--- src/tdkbm_pkg.sv ---
package tdkbm_pkg;

    // Sequencer step codes beyond the microprogram.
    localparam int unsigned PROG_LEN = 26;
    localparam logic [4:0] SEQ_KEY  = 5'd29;
    localparam logic [4:0] SEQ_DONE = 5'd30;
    localparam logic [4:0] SEQ_IDLE = 5'd31;

    // Entry points of each command into the microprogram.
    localparam logic [4:0] ENTRY_START = 5'd0;
    localparam logic [4:0] ENTRY_ACK   = 5'd2;
    localparam logic [4:0] ENTRY_STOP  = 5'd5;
    localparam logic [4:0] ENTRY_WRITE = 5'd9;
    localparam logic [4:0] ENTRY_READ  = 5'd11;

    localparam logic [7:0] KEY_CMD_BYTE  = 8'h42;
    localparam logic [7:0] SAMPLE_MSB    = 8'h80;
    localparam logic [3:0] BITS_PER_BYTE = 4'd8;
    localparam logic [7:0] TICKS_RESET   = 8'd40;

    typedef enum logic [2:0] {
        ACT_TICK  = 3'd0,
        ACT_START = 3'd1,
        ACT_WRITE = 3'd2,
        ACT_ACK   = 3'd3,
        ACT_STOP  = 3'd4,
        ACT_READ  = 3'd5
    } action_t;

    typedef enum logic [1:0] {
        PIN_LO   = 2'd0,
        PIN_HI   = 2'd1,
        PIN_KEEP = 2'd2
    } pin_op_t;

    typedef enum logic [2:0] {
        SH_NONE   = 3'd0,
        SH_BIT    = 3'd1,
        SH_LOAD   = 3'd2,
        SH_CLEAR  = 3'd3,
        SH_SHR    = 3'd4,
        SH_SAMPLE = 3'd5
    } shift_op_t;

    typedef enum logic [2:0] {
        FL_NEXT      = 3'd0,
        FL_END       = 3'd1,
        FL_KEY       = 3'd2,
        FL_LOOP_NEXT = 3'd3,
        FL_LOOP_END  = 3'd4
    } flow_op_t;

    typedef struct packed {
        pin_op_t   clk;
        pin_op_t   dio;
        logic      wait_ack;
        shift_op_t sh;
        logic [4:0] us;
        flow_op_t  flow;
        logic [4:0] target;
    } micro_op_t;

    typedef struct packed {
        logic [2:0] action;
        logic [7:0] data_byte;
        logic       dio_in;
    } in_t;

    typedef struct packed {
        logic       clk_level;
        logic       dio_level;
        logic       busy_res;
        logic       key_valid;
        logic [7:0] key_code;
        logic       rejected;
    } out_t;

    // Classified item handed from the front end to the sequencer.
    typedef struct packed {
        logic       is_cmd;
        logic       is_write;
        logic [4:0] entry_step;
        logic [7:0] data_byte;
        logic       dio_in;
    } item_t;

    function automatic logic [4:0] entry_of(input logic [2:0] action);
        logic [4:0] e;
        case (action)
            ACT_START: e = ENTRY_START;
            ACT_WRITE: e = ENTRY_WRITE;
            ACT_ACK:   e = ENTRY_ACK;
            ACT_STOP:  e = ENTRY_STOP;
            ACT_READ:  e = ENTRY_READ;
            default:   e = SEQ_IDLE;
        endcase
        return e;
    endfunction

    function automatic micro_op_t mop(input pin_op_t c, input pin_op_t d, input logic w,
                                      input shift_op_t s, input logic [4:0] u,
                                      input flow_op_t f, input logic [4:0] t);
        micro_op_t m;
        m.clk = c;
        m.dio = d;
        m.wait_ack = w;
        m.sh = s;
        m.us = u;
        m.flow = f;
        m.target = t;
        return m;
    endfunction

    // Pin microprogram: start, acknowledge, stop, write byte, read key.
    function automatic micro_op_t prog_op(input logic [4:0] step);
        micro_op_t m;
        case (step)
            5'd0:  m = mop(PIN_HI,   PIN_HI,   1'b0, SH_NONE,   5'd2,  FL_NEXT,      5'd0);
            5'd1:  m = mop(PIN_KEEP, PIN_LO,   1'b0, SH_NONE,   5'd0,  FL_END,       5'd0);
            5'd2:  m = mop(PIN_LO,   PIN_KEEP, 1'b0, SH_NONE,   5'd5,  FL_NEXT,      5'd0);
            5'd3:  m = mop(PIN_HI,   PIN_KEEP, 1'b1, SH_NONE,   5'd2,  FL_NEXT,      5'd0);
            5'd4:  m = mop(PIN_LO,   PIN_KEEP, 1'b0, SH_NONE,   5'd0,  FL_END,       5'd0);
            5'd5:  m = mop(PIN_LO,   PIN_KEEP, 1'b0, SH_NONE,   5'd2,  FL_NEXT,      5'd0);
            5'd6:  m = mop(PIN_KEEP, PIN_LO,   1'b0, SH_NONE,   5'd2,  FL_NEXT,      5'd0);
            5'd7:  m = mop(PIN_HI,   PIN_KEEP, 1'b0, SH_NONE,   5'd2,  FL_NEXT,      5'd0);
            5'd8:  m = mop(PIN_KEEP, PIN_HI,   1'b0, SH_NONE,   5'd0,  FL_END,       5'd0);
            5'd9:  m = mop(PIN_LO,   PIN_KEEP, 1'b0, SH_BIT,    5'd3,  FL_NEXT,      5'd0);
            5'd10: m = mop(PIN_HI,   PIN_KEEP, 1'b0, SH_NONE,   5'd3,  FL_LOOP_END,  5'd9);
            5'd11: m = mop(PIN_HI,   PIN_HI,   1'b0, SH_NONE,   5'd2,  FL_NEXT,      5'd0);
            5'd12: m = mop(PIN_KEEP, PIN_LO,   1'b0, SH_LOAD,   5'd0,  FL_NEXT,      5'd0);
            5'd13: m = mop(PIN_LO,   PIN_KEEP, 1'b0, SH_BIT,    5'd3,  FL_NEXT,      5'd0);
            5'd14: m = mop(PIN_HI,   PIN_KEEP, 1'b0, SH_NONE,   5'd3,  FL_LOOP_NEXT, 5'd13);
            5'd15: m = mop(PIN_LO,   PIN_KEEP, 1'b0, SH_NONE,   5'd5,  FL_NEXT,      5'd0);
            5'd16: m = mop(PIN_HI,   PIN_KEEP, 1'b1, SH_NONE,   5'd2,  FL_NEXT,      5'd0);
            5'd17: m = mop(PIN_LO,   PIN_HI,   1'b0, SH_CLEAR,  5'd0,  FL_NEXT,      5'd0);
            5'd18: m = mop(PIN_LO,   PIN_KEEP, 1'b0, SH_SHR,    5'd30, FL_NEXT,      5'd0);
            5'd19: m = mop(PIN_HI,   PIN_KEEP, 1'b0, SH_SAMPLE, 5'd30, FL_LOOP_NEXT, 5'd18);
            5'd20: m = mop(PIN_LO,   PIN_KEEP, 1'b0, SH_NONE,   5'd5,  FL_NEXT,      5'd0);
            5'd21: m = mop(PIN_HI,   PIN_KEEP, 1'b1, SH_NONE,   5'd2,  FL_NEXT,      5'd0);
            5'd22: m = mop(PIN_LO,   PIN_KEEP, 1'b0, SH_NONE,   5'd2,  FL_NEXT,      5'd0);
            5'd23: m = mop(PIN_KEEP, PIN_LO,   1'b0, SH_NONE,   5'd2,  FL_NEXT,      5'd0);
            5'd24: m = mop(PIN_HI,   PIN_KEEP, 1'b0, SH_NONE,   5'd2,  FL_NEXT,      5'd0);
            5'd25: m = mop(PIN_KEEP, PIN_HI,   1'b0, SH_NONE,   5'd0,  FL_KEY,       5'd0);
            default: m = mop(PIN_KEEP, PIN_KEEP, 1'b0, SH_NONE, 5'd0,  FL_NEXT,      5'd0);
        endcase
        return m;
    endfunction

endpackage

--- src/tdkbm_front.sv ---
module tdkbm_front import tdkbm_pkg::*; (
    input  logic  aclk,
    input  logic  aresetn,
    input  logic  s_valid,
    output logic  s_ready,
    input  in_t   s_data,
    output logic  q_valid,
    output item_t q_item,
    input  logic  q_pop
);

    localparam int unsigned Q_DEPTH = 4;
    localparam int unsigned Q_AW = $clog2(Q_DEPTH);

    item_t              item_mem_reg [Q_DEPTH];
    logic [Q_AW-1:0]    wr_ptr_reg;
    logic [Q_AW-1:0]    rd_ptr_reg;
    logic [Q_AW:0]      count_reg;
    item_t              item_in;
    logic               push;
    logic               pop;

    always_comb begin
        item_in.is_cmd     = (s_data.action >= ACT_START) && (s_data.action <= ACT_READ);
        item_in.is_write   = (s_data.action == ACT_WRITE);
        item_in.entry_step = entry_of(s_data.action);
        item_in.data_byte  = s_data.data_byte;
        item_in.dio_in     = s_data.dio_in;
    end

    assign s_ready = (count_reg != (Q_AW+1)'(Q_DEPTH));
    assign q_valid = (count_reg != '0);
    assign q_item  = item_mem_reg[rd_ptr_reg];
    assign push    = s_valid && s_ready;
    assign pop     = q_pop && q_valid;

    always_ff @(posedge aclk) begin
        if (!aresetn) begin
            wr_ptr_reg <= '0;
            rd_ptr_reg <= '0;
            count_reg  <= '0;
        end else begin
            if (push) begin
                wr_ptr_reg <= wr_ptr_reg + 1'b1;
            end
            if (pop) begin
                rd_ptr_reg <= rd_ptr_reg + 1'b1;
            end
            if (push && !pop) begin
                count_reg <= count_reg + 1'b1;
            end else if (pop && !push) begin
                count_reg <= count_reg - 1'b1;
            end
        end
    end

    always_ff @(posedge aclk) begin
        if (push) begin
            item_mem_reg[wr_ptr_reg] <= item_in;
        end
    end

endmodule

--- src/tdkbm_seq.sv ---
module tdkbm_seq import tdkbm_pkg::*; #(
    parameter int unsigned DELAY_WIDTH = 13
) (
    input  logic       aclk,
    input  logic       aresetn,
    input  logic [7:0] ticks_per_us,
    input  logic       q_valid,
    input  item_t      q_item,
    output logic       q_pop,
    output logic       m_valid,
    input  logic       m_ready,
    output out_t       m_data
);

    localparam int unsigned PROD_W = 13;
    localparam int unsigned WIDE_W = (DELAY_WIDTH > PROD_W) ? DELAY_WIDTH : PROD_W;

    logic [4:0]             step_reg;
    logic [DELAY_WIDTH-1:0] delay_reg;
    logic [3:0]             bit_reg;
    logic [7:0]             shift_reg;
    logic                   clk_reg;
    logic                   dio_reg;
    logic                   run_reg;
    logic                   rej_reg;
    logic                   m_valid_reg;
    out_t                   m_data_reg;

    logic [4:0]             base_step;
    logic [DELAY_WIDTH-1:0] base_delay;
    logic [3:0]             base_bit;
    logic [7:0]             base_shift;
    logic [4:0]             step_next;
    logic [DELAY_WIDTH-1:0] delay_next;
    logic [3:0]             bit_next;
    logic [7:0]             shift_next;
    logic                   clk_next;
    logic                   dio_next;
    logic                   rej;
    logic                   exec;
    logic                   finish;
    logic                   key;
    logic                   go;
    micro_op_t              op;
    logic [PROD_W-1:0]      prod;
    logic [WIDE_W-1:0]      prod_wide;
    logic [WIDE_W-1:0]      max_wide;
    logic [DELAY_WIDTH-1:0] op_delay;
    out_t                   result;

    assign go = q_valid && (!m_valid_reg || m_ready);

    always_comb begin
        // First cycle of an item does the tick bookkeeping; later cycles
        // only walk the zero-delay steps that follow.
        base_step  = step_reg;
        base_delay = delay_reg;
        base_bit   = bit_reg;
        base_shift = shift_reg;
        rej        = rej_reg;
        exec       = 1'b1;
        if (!run_reg) begin
            rej = 1'b0;
            if (step_reg != SEQ_IDLE) begin
                rej = q_item.is_cmd;
                if (delay_reg != '0) begin
                    base_delay = delay_reg - 1'b1;
                end
                exec = (base_delay == '0);
            end else if (q_item.is_cmd) begin
                base_step  = q_item.entry_step;
                base_bit   = '0;
                base_shift = q_item.is_write ? q_item.data_byte : 8'h00;
                base_delay = '0;
            end else begin
                exec = 1'b0;
            end
        end

        op        = prog_op(base_step);
        prod      = PROD_W'(op.us) * PROD_W'(ticks_per_us);
        prod_wide = WIDE_W'(prod);
        max_wide  = WIDE_W'({DELAY_WIDTH{1'b1}});
        op_delay  = (prod_wide > max_wide) ? DELAY_WIDTH'(max_wide)
                                           : DELAY_WIDTH'(prod_wide);

        step_next  = base_step;
        delay_next = base_delay;
        bit_next   = base_bit;
        shift_next = base_shift;
        clk_next   = clk_reg;
        dio_next   = dio_reg;
        key        = 1'b0;
        finish     = 1'b1;

        if (exec) begin
            if (base_step >= 5'(PROG_LEN)) begin
                step_next = SEQ_IDLE;
                key       = (base_step == SEQ_KEY);
            end else if (!(op.wait_ack && q_item.dio_in)) begin
                if (op.clk != PIN_KEEP) begin
                    clk_next = (op.clk == PIN_HI);
                end
                if (op.dio != PIN_KEEP) begin
                    dio_next = (op.dio == PIN_HI);
                end
                case (op.sh)
                    SH_BIT: begin
                        dio_next   = base_shift[0];
                        shift_next = base_shift >> 1;
                    end
                    SH_LOAD: begin
                        shift_next = KEY_CMD_BYTE;
                        bit_next   = '0;
                    end
                    SH_CLEAR: begin
                        shift_next = 8'h00;
                        bit_next   = '0;
                    end
                    SH_SHR: begin
                        shift_next = base_shift >> 1;
                    end
                    SH_SAMPLE: begin
                        if (q_item.dio_in) begin
                            shift_next = base_shift | SAMPLE_MSB;
                        end
                    end
                    default: begin
                    end
                endcase
                step_next = 5'(base_step + 5'd1);
                case (op.flow)
                    FL_END: begin
                        step_next = SEQ_DONE;
                    end
                    FL_KEY: begin
                        step_next = SEQ_KEY;
                    end
                    FL_LOOP_NEXT, FL_LOOP_END: begin
                        bit_next = 4'(bit_next + 4'd1);
                        if (bit_next < BITS_PER_BYTE) begin
                            step_next = op.target;
                        end else begin
                            bit_next = '0;
                            if (op.flow == FL_LOOP_END) begin
                                step_next = SEQ_DONE;
                            end
                        end
                    end
                    default: begin
                    end
                endcase
                delay_next = op_delay;
                finish     = (op_delay != '0);
            end
        end

        result.clk_level = clk_next;
        result.dio_level = dio_next;
        result.busy_res  = (step_next != SEQ_IDLE);
        result.key_valid = key;
        result.key_code  = key ? shift_next : 8'h00;
        result.rejected  = rej;
    end

    assign q_pop   = go && finish;
    assign m_valid = m_valid_reg;
    assign m_data  = m_data_reg;

    always_ff @(posedge aclk) begin
        if (!aresetn) begin
            step_reg    <= SEQ_IDLE;
            delay_reg   <= '0;
            bit_reg     <= '0;
            shift_reg   <= '0;
            clk_reg     <= 1'b1;
            dio_reg     <= 1'b1;
            run_reg     <= 1'b0;
            rej_reg     <= 1'b0;
            m_valid_reg <= 1'b0;
        end else begin
            if (go && finish) begin
                m_valid_reg <= 1'b1;
            end else if (m_ready) begin
                m_valid_reg <= 1'b0;
            end
            if (go) begin
                step_reg  <= step_next;
                delay_reg <= delay_next;
                bit_reg   <= bit_next;
                shift_reg <= shift_next;
                clk_reg   <= clk_next;
                dio_reg   <= dio_next;
                rej_reg   <= rej;
                run_reg   <= !finish;
            end
        end
    end

    always_ff @(posedge aclk) begin
        if (go && finish) begin
            m_data_reg <= result;
        end
    end

endmodule

--- src/two_wire_display_key_bus_master_unit.sv ---
// Channel   Direction  Handshake           Payload
// s_        in         s_valid / s_ready   in_t: action, data_byte, dio_in
// m_        out        m_valid / m_ready   out_t: pin levels, busy, key, reject
// cfg_      in         cfg_wr_en           cfg_wr_data: ticks per microsecond
//
// An item stays in the sequencer for its first step and for each further
// zero-delay microprogram step it runs (a step ends in zero delay when its
// time is zero or ticks_per_us is zero); the sequencer walks one step a cycle while the output is not stalled.
// A four-entry queue sits between the input and the sequencer, and results
// leave through an output register. Reset is synchronous and active low.
// A stalled output holds the sequencer; the queue keeps taking items until
// it is full.
module two_wire_display_key_bus_master_unit import tdkbm_pkg::*; #(
    parameter int unsigned DELAY_WIDTH = 13
) (
    input  logic       aclk,
    input  logic       aresetn,
    input  logic       s_valid,
    output logic       s_ready,
    input  in_t        s_data,
    output logic       m_valid,
    input  logic       m_ready,
    output out_t       m_data,
    input  logic       cfg_wr_en,
    input  logic [7:0] cfg_wr_data
);

    logic [7:0] ticks_reg;
    logic       q_valid;
    item_t      q_item;
    logic       q_pop;

    always_ff @(posedge aclk) begin
        if (!aresetn) begin
            ticks_reg <= TICKS_RESET;
        end else if (cfg_wr_en) begin
            ticks_reg <= cfg_wr_data;
        end
    end

    tdkbm_front u_front (
        .aclk    (aclk),
        .aresetn (aresetn),
        .s_valid (s_valid),
        .s_ready (s_ready),
        .s_data  (s_data),
        .q_valid (q_valid),
        .q_item  (q_item),
        .q_pop   (q_pop)
    );

    tdkbm_seq #(
        .DELAY_WIDTH (DELAY_WIDTH)
    ) u_seq (
        .aclk         (aclk),
        .aresetn      (aresetn),
        .ticks_per_us (ticks_reg),
        .q_valid      (q_valid),
        .q_item       (q_item),
        .q_pop        (q_pop),
        .m_valid      (m_valid),
        .m_ready      (m_ready),
        .m_data       (m_data)
    );

endmodule

--- config.mk ---
export PLATFORM = sky130hd
export DESIGN_NAME = two_wire_display_key_bus_master_unit
export DESIGN_NICKNAME = d
export VERILOG_FILES = /design/src/tdkbm_pkg.sv /design/src/tdkbm_front.sv /design/src/tdkbm_seq.sv /design/src/two_wire_display_key_bus_master_unit.sv
export SDC_FILE = /design/constraint.sdc
export NUM_CORES = 1
export LEC_CHECK = 0
export BUFFER_PORTS_ARGS = -buffer_cell sky130_fd_sc_hd__clkbuf_2
export CORE_UTILIZATION = 55
export DETAILED_ROUTE_END_ITERATION = 10
export GPL_ROUTABILITY_DRIVEN = 0
export GPL_TIMING_DRIVEN = 0
export PLACE_DENSITY = 0.73
export REMOVE_ABC_BUFFERS = 1
export SYNTH_ARGS = -nofsm -noshare
export SYNTH_HDL_FRONTEND = slang
export SYNTH_SLANG_ARGS = --single-unit
export TNS_END_PERCENT = 1
--- constraint.sdc ---
create_clock -name aclk -period 22.3 [get_ports aclk]
set_input_delay 2.23 -clock aclk [delete_from_list [all_inputs] [get_ports aclk]]
set_output_delay 2.23 -clock aclk [all_outputs]
set_load 0.01 [all_outputs]
# Word level (Yosys, flattened, before mapping)
# Memory sizes are Yosys's and may differ from the RTL's. A register that Yosys moved wholly into a read port is not among the register bits.
# Cells that the tools add are included.
# word_totals
ff_bits	63
ram_bits	64
mem_bits_ro	672
in_bits	25
out_inout_bits	15
word_cells	146
mem_count	2
# op_classes
n_addsub	7
multipliers	1
order_cmp	5
eq_ne	22
mux	68
n_reduce_logical	22
# memory_table
name	depth	word_bits	rd	rd_clocked_by_memory_dff	wr	line	text
(name not given)	32	21	1	0	0	tdkbm_pkg.sv:117	case (step)
u_front.item_mem_reg	4	16	1	1	1	tdkbm_front.sv:15	item_t item_mem_reg [Q_DEPTH];
# op_table
operator	n
2-to-1 mux 13 bit	10
2-to-1 mux 8 bit	8
2-to-1 mux 4 bit	12
2-to-1 mux 5 bit	8
case mux 8 bit (4 select lines)	1
nonzero test 13 bit	2
case mux 5 bit (5 select lines)	1
2-to-1 mux 1 bit	23
equality test 3 x 2 -> 1 bit (second input constant)	6
equality test 3 bit (second input constant)	5
case mux 5 bit (3 select lines)	1
> comparator 13 bit (second input constant)	1
logical NOT 13 bit	1
multiplier 5 x 8 -> 13 bit	1
subtractor 13 x 1 -> 13 bit (second input constant)	1
!= test 5 bit (second input constant)	2
equality test 3 x 1 -> 1 bit (second input constant)	3
logical AND 1 bit	8
2-to-1 mux 3 bit	2
OR reduction 2 bit	3
adder 5 x 1 -> 5 bit (second input constant)	1
equality test 5 bit (second input constant)	1
greater-or-equal comparator 5 bit (second input constant)	1
adder 2 x 1 -> 2 bit (second input constant)	2
other kinds (14)	21

# Depth between registers and ports, before layout
# An unclocked memory read counts as a cell.
# logic_depth
depth_word	18
ltp_mapped	35
depth_no_buf	31

# Cells and area by module
# Synthesis repeated with hierarchy kept, for this count alone.
# hier_totals
cells_unflattened	817
hier_area_um2	8145.3
# modules_own_cells
mod	n_inst	cells_per_inst	area_per_inst_um2	seq_area_each_um2
tdkbm_seq	1	648	4939.7	1091.0
tdkbm_front	1	144	2909.0	2102.0
two_wire_display_key_bus_master_unit	1	25	296.5	160.2

# Worst setup path before layout
# Ideal clock, no wire load.
# synth_timing
path_kind	register -> register
from	reg u_seq.run_reg
to	reg u_front.count_reg[2]
setup_time_ns	0.071
arrival_ns	7.865
required_time_ns	22.229
slack_ns	14.364
stages_incl_launch_ff	35
path_buffers	4
period_less_slack_ns	7.936
path_cell_list	dfxtp_1 -> clkbuf_1 -> nor2b_1 -> clkbuf_1 -> nand3_2 -> o21a_1 -> buf_2 -> inv_1 -> ha_1 -> clkbuf_1 -> inv_1 -> o21ai_0 -> a21oi_1 -> a31oi_1 -> nand2_1 -> fa_1 -> fa_1 -> fa_1 -> inv_1 -> ha_1 -> a21o_1 -> a211oi_1 -> o21ai_0 -> a31o_2 -> a21oi_1 -> xnor2_1 -> and4b_1 -> nor2_1 -> inv_1 -> ha_1 -> inv_1 -> fa_1 -> xor2_1 -> or3_1 -> a21oi_1
# synth_via
elab_chain_cells	14
elab_cells_between_ends	19
cone_classes	mul: 1; order compare: 2; mux: 7; reduce/logical: 8; memory: 1
# synth_rtl
element	line	text
start: declaration	tdkbm_seq.sv:24	logic run_reg;
start signal: assignment	tdkbm_seq.sv:195	run_reg <= !finish;
2-to-1 mux 5 bit	tdkbm_seq.sv:62	if (!run_reg) begin
memory read (32 x 21 bit)	-	
multiplier 5 x 8 -> 13 bit	tdkbm_seq.sv:81	prod = PROD_W'(op.us) * PROD_W'(ticks_per_us);
> comparator 13 bit	tdkbm_seq.sv:84	op_delay = (prod_wide > max_wide) ? DELAY_WIDTH'(max_wide)
2-to-1 mux 13 bit	tdkbm_seq.sv:84	
nonzero test 13 bit	tdkbm_seq.sv:154	finish = (op_delay != '0);
2-to-1 mux 1 bit	tdkbm_seq.sv:100	end else if (!(op.wait_ack && q_item.dio_in)) begin
2-to-1 mux 1 bit	tdkbm_seq.sv:97	if (base_step >= 5'(PROG_LEN)) begin
2-to-1 mux 1 bit (*)	tdkbm_seq.sv:96	if (exec) begin
logical AND 1 bit (*)	tdkbm_seq.sv:166	assign q_pop = go && finish;
named net q_pop	two_wire_display_key_bus_master_unit.sv:31	logic q_pop;
logical AND 1 bit (*)	tdkbm_front.sv:35	assign pop = q_pop && q_valid;
logical NOT 1 bit	tdkbm_front.sv:49	if (push && !pop) begin
logical AND 1 bit	tdkbm_front.sv:49	
2-to-1 mux 3 bit / nonzero test 2 bit (equally long branches)	-	
end signal: assignment	tdkbm_front.sv:50	count_reg <= count_reg + 1'b1;
end signal: assignment	tdkbm_front.sv:52	count_reg <= count_reg - 1'b1;
end: declaration	tdkbm_front.sv:18	logic [Q_AW:0] count_reg;
# The timed path passes the listed nets; every way through them passes the cells marked *.
# A chain may end at the register's enable or synchronous reset.

==> metrics.md <==
| Metric | Value |
|---|---|
| Ant diodes | 0 |
| Worst vdd ir | 0.0810 mV |
| Final period util | 0.477 |
| Final HPWL DP | 14,000 um |
| Largest net degree at the start of global routing | 38 |
| Min-delay src | u_seq.bit_reg[3]$_SDFFE_PN0P_ |
| WL final | 20,100 um |
| Most frequent cells in the layout | nand2_1, nor2_1, edfxtp_1, a21oi_1, inv_1 |
| Cell variety after synth | 86 |
| Max_slew headroom | 0.189 |
| Outcome | complete, but fails checks |
| Clock Sinks | 129 |
| PD cells | 155 nW/um^2 |
| Initial antenna violation count | 0 |
| I/O Pins | 40 |
| Initial Util | 0.571 |
| Fraction of registers with async set/reset | 0 |
| Max-cap viol count | 0 |
| Ratio of cells with drive above 1 in the final layout | 0.134 |
| DP Worst Slack | 11,850 ps |
| Reg2Reg Setup Slack | 11,670 ps |
| Register share of total power | 0.243 |
| Clk_skew | around 8 ps |
| Cell repeated most along the worst path | inv_1 |
| Sw frac | 0.472 |
| Clock share of power | 0.192 |
| Non-Filler Instances | 1,074 |
| Violated checks | design-rule violations |
| Hold Path Class | flop to flop |
| Fin. Hold Viols | 0 |
| Core Region | 14,700 um^2 |
| Worst hold slack | 457 ps |
| Clock Tree Root | clkbuf_16 |
| Leading cell type in the layout, fill and taps excluded | nand2_1 |
| Layout Utilization | 0.626 |
| DRC | 1 |
| Critical setup path kind | flop to flop |
| First-pass GRT wire length | 34,000 um |
| H-tree depth | 4 |
| Setup ws final | 11,670 ps |
| DR iter-0 viols | 754 |
| All-Layer GR Usage | 0.272 |
| Clk slew on worst S/H paths | 60 ps |
| CP max FO | 24 |
| Peak Freq | ~94 MHz |
| DP Cell Count | 1,042 |
| Die area | roughly 16,000 um^2 |
| Final setup violating endpoints | 0 |
| Crit path launch type | flop |
| Mapped Avg Cell Area | 9.70 um^2 |
| Prevailing post-synth register cell | edfxtp_1 |
| Worst slew pin tran | 1210 ps |
| R2r endpoint | u_front.count_reg[1]$_SDFFE_PN0P_ |
| Die height | ~130 um |
| CP required | around 23,000 ps |
| Die width | 126 um |
| CTS Buf Count | 17 |
| Net Sw Power | around 0.67 mW |
| Syn Inst Count | 866 |
| Skew-Pair Late Insertion Delay | 430 ps |
| EDFF count, synth | just under 80 |
| Standard-cell rows | between 40 and 50 |
| Ys Warns | 0 |
| Synthesized area | 8400 um^2 |
| Vias in the first global route | 6,899 |
| Critical Path Max Stage Delay | 1040 ps |
| Final worst path period need | 10,630 ps |
| Max Slew Vio Count | 0 |
| Pre-Repair DR Iteration Count | 8 |
| TritonCTS clock tree | yes |
| Fill cells | between 1k and 1.5k |
| Post-route cell area | between 9000 and 10,000 um^2 |
| NumNets Final | 959 |
| Reg2reg path depth | 29 |
| Hold path cells | 2 |
| Placed Area | ~8600 um^2 |
| DR vias | 6,958 |
| Max clock buf depth | 2 |
| Max FFs per register | 64 |
| Area growth from synthesis to layout | 9.55% |
| Hold-fix buffers at CTS | 0 |
| Crit path capture type | flop |
| Synthesis-stage register bit count | 129 |
| WL/cell | 18.7 um |
| Logic pwr share | 0.565 |
| Pint | approximately 0.75 mW |
| Antenna-violating nets left | 0 |
| Register area share after synthesis | 0.399 |
| Setup TNS | 0 ps |
| Slowest cell on crit path | dfxtp_1 |
| Cts repair resizes | 0 |
| RSZ-0062 raised after global routing | false |
| LEAKAGE | 3.67 nW |
| Power Total | 1.43 mW |
| IO buf count | 39 |
| Critical Path AT | 10,920 ps |
| Gr ovfl total | 0 |
| Setup Fix Bufs, Post-CTS | 0 |
| Hold endpoint | u_seq.bit_reg[3]$_SDFFE_PN0P_ |
| Vias/cell | ~6.5 |
-- critical path, delay by kind of cell, from the launching register on --
kind,cells,cell delay [ps]
compound gates,9,2760
xor+xnor,1,170
fa+ha+maj,7,3050
buf+inv,5,670
flops,1,1040
mux,2,820
simple gates,5,1960
-- worst max path at each step --
stage | slack, ps | from | endpoint | cells past startpoint
3_3_place_gp | 12070 | flop | u_front.count_reg[2]$_SDFFE_PN0P_ | 30
6_report | 11670 | flop | u_front.count_reg[1]$_SDFFE_PN0P_ | 29
3_5_place_dp | 11850 | flop | u_front.count_reg[1]$_SDFFE_PN0P_ | 29
4_1_cts | 11750 | flop | u_front.count_reg[1]$_SDFFE_PN0P_ | 29
2_1_floorplan | 13760 | flop | u_front.count_reg[2]$_SDFFE_PN0P_ | 30
5_1_grt | 10850 | flop | u_front.count_reg[2]$_SDFFE_PN0P_ | 30
-- Yosys cell counts (18+ instances only) --
library cell,number,area (um^2)
a21oi_1,64,320
edfxtp_1,77,2310
fa_1,18,360
inv_1,53,199
nand2_1,86,323
and2_1,19,119
dfxtp_1,52,1040
nor2_1,84,315
nand3_1,18,90.1
o21ai_0,42,210
clkbuf_1,26,97.6
ha_1,39,488
-- routing by layer --
| layer | GRT usage | share of wire |
|---|---|---|
| met3 | 0.0484 | 0.063 |
| met5 | 0 | 0 |
| met4 | 0.141 | 0.042 |
| met2 | 0.449 | 0.48 |
| met1 | 0.342 | 0.41 |
-- power by group through the flow --
stage               logic [mW]  registers [mW]  clock network (mW)
floorplan                0.585           0.345                   0
global placement         0.755           0.349                   0
detailed placement       0.782           0.351                   0
global route             0.893           0.353               0.286
finish                   0.807           0.347               0.275
CTS                      0.790           0.346               0.276
-- logic make-up (layout without fill, tap and decap cells) --
family          Yosys count  count (layout)  synth area share
simple gates            296             296             0.178
xor+xnor                 17              17            0.0177
compound gates          232             232             0.192
buf+inv                 103             127            0.0513
mux                      32              32            0.0606
flops                   129             129             0.399
fa+ha+maj                57              57             0.101
-- final cells by class --
| cell class | instances | area (um^2) | area share |
|---|---|---|---|
| tap | 184 | 230 | 0.0250 |
| clock buffer | 17 | 425 | 0.0462 |
| clock inverter | 15 | 149 | 0.0162 |
| timing repair buffer | 41 | 218 | 0.0237 |
| sequential | 129 | 3350 | 0.364 |
| multi-input combinational | 634 | 4620 | 0.502 |
| inverter | 54 | 203 | 0.0220 |
(Power assumes the default switching activity.)
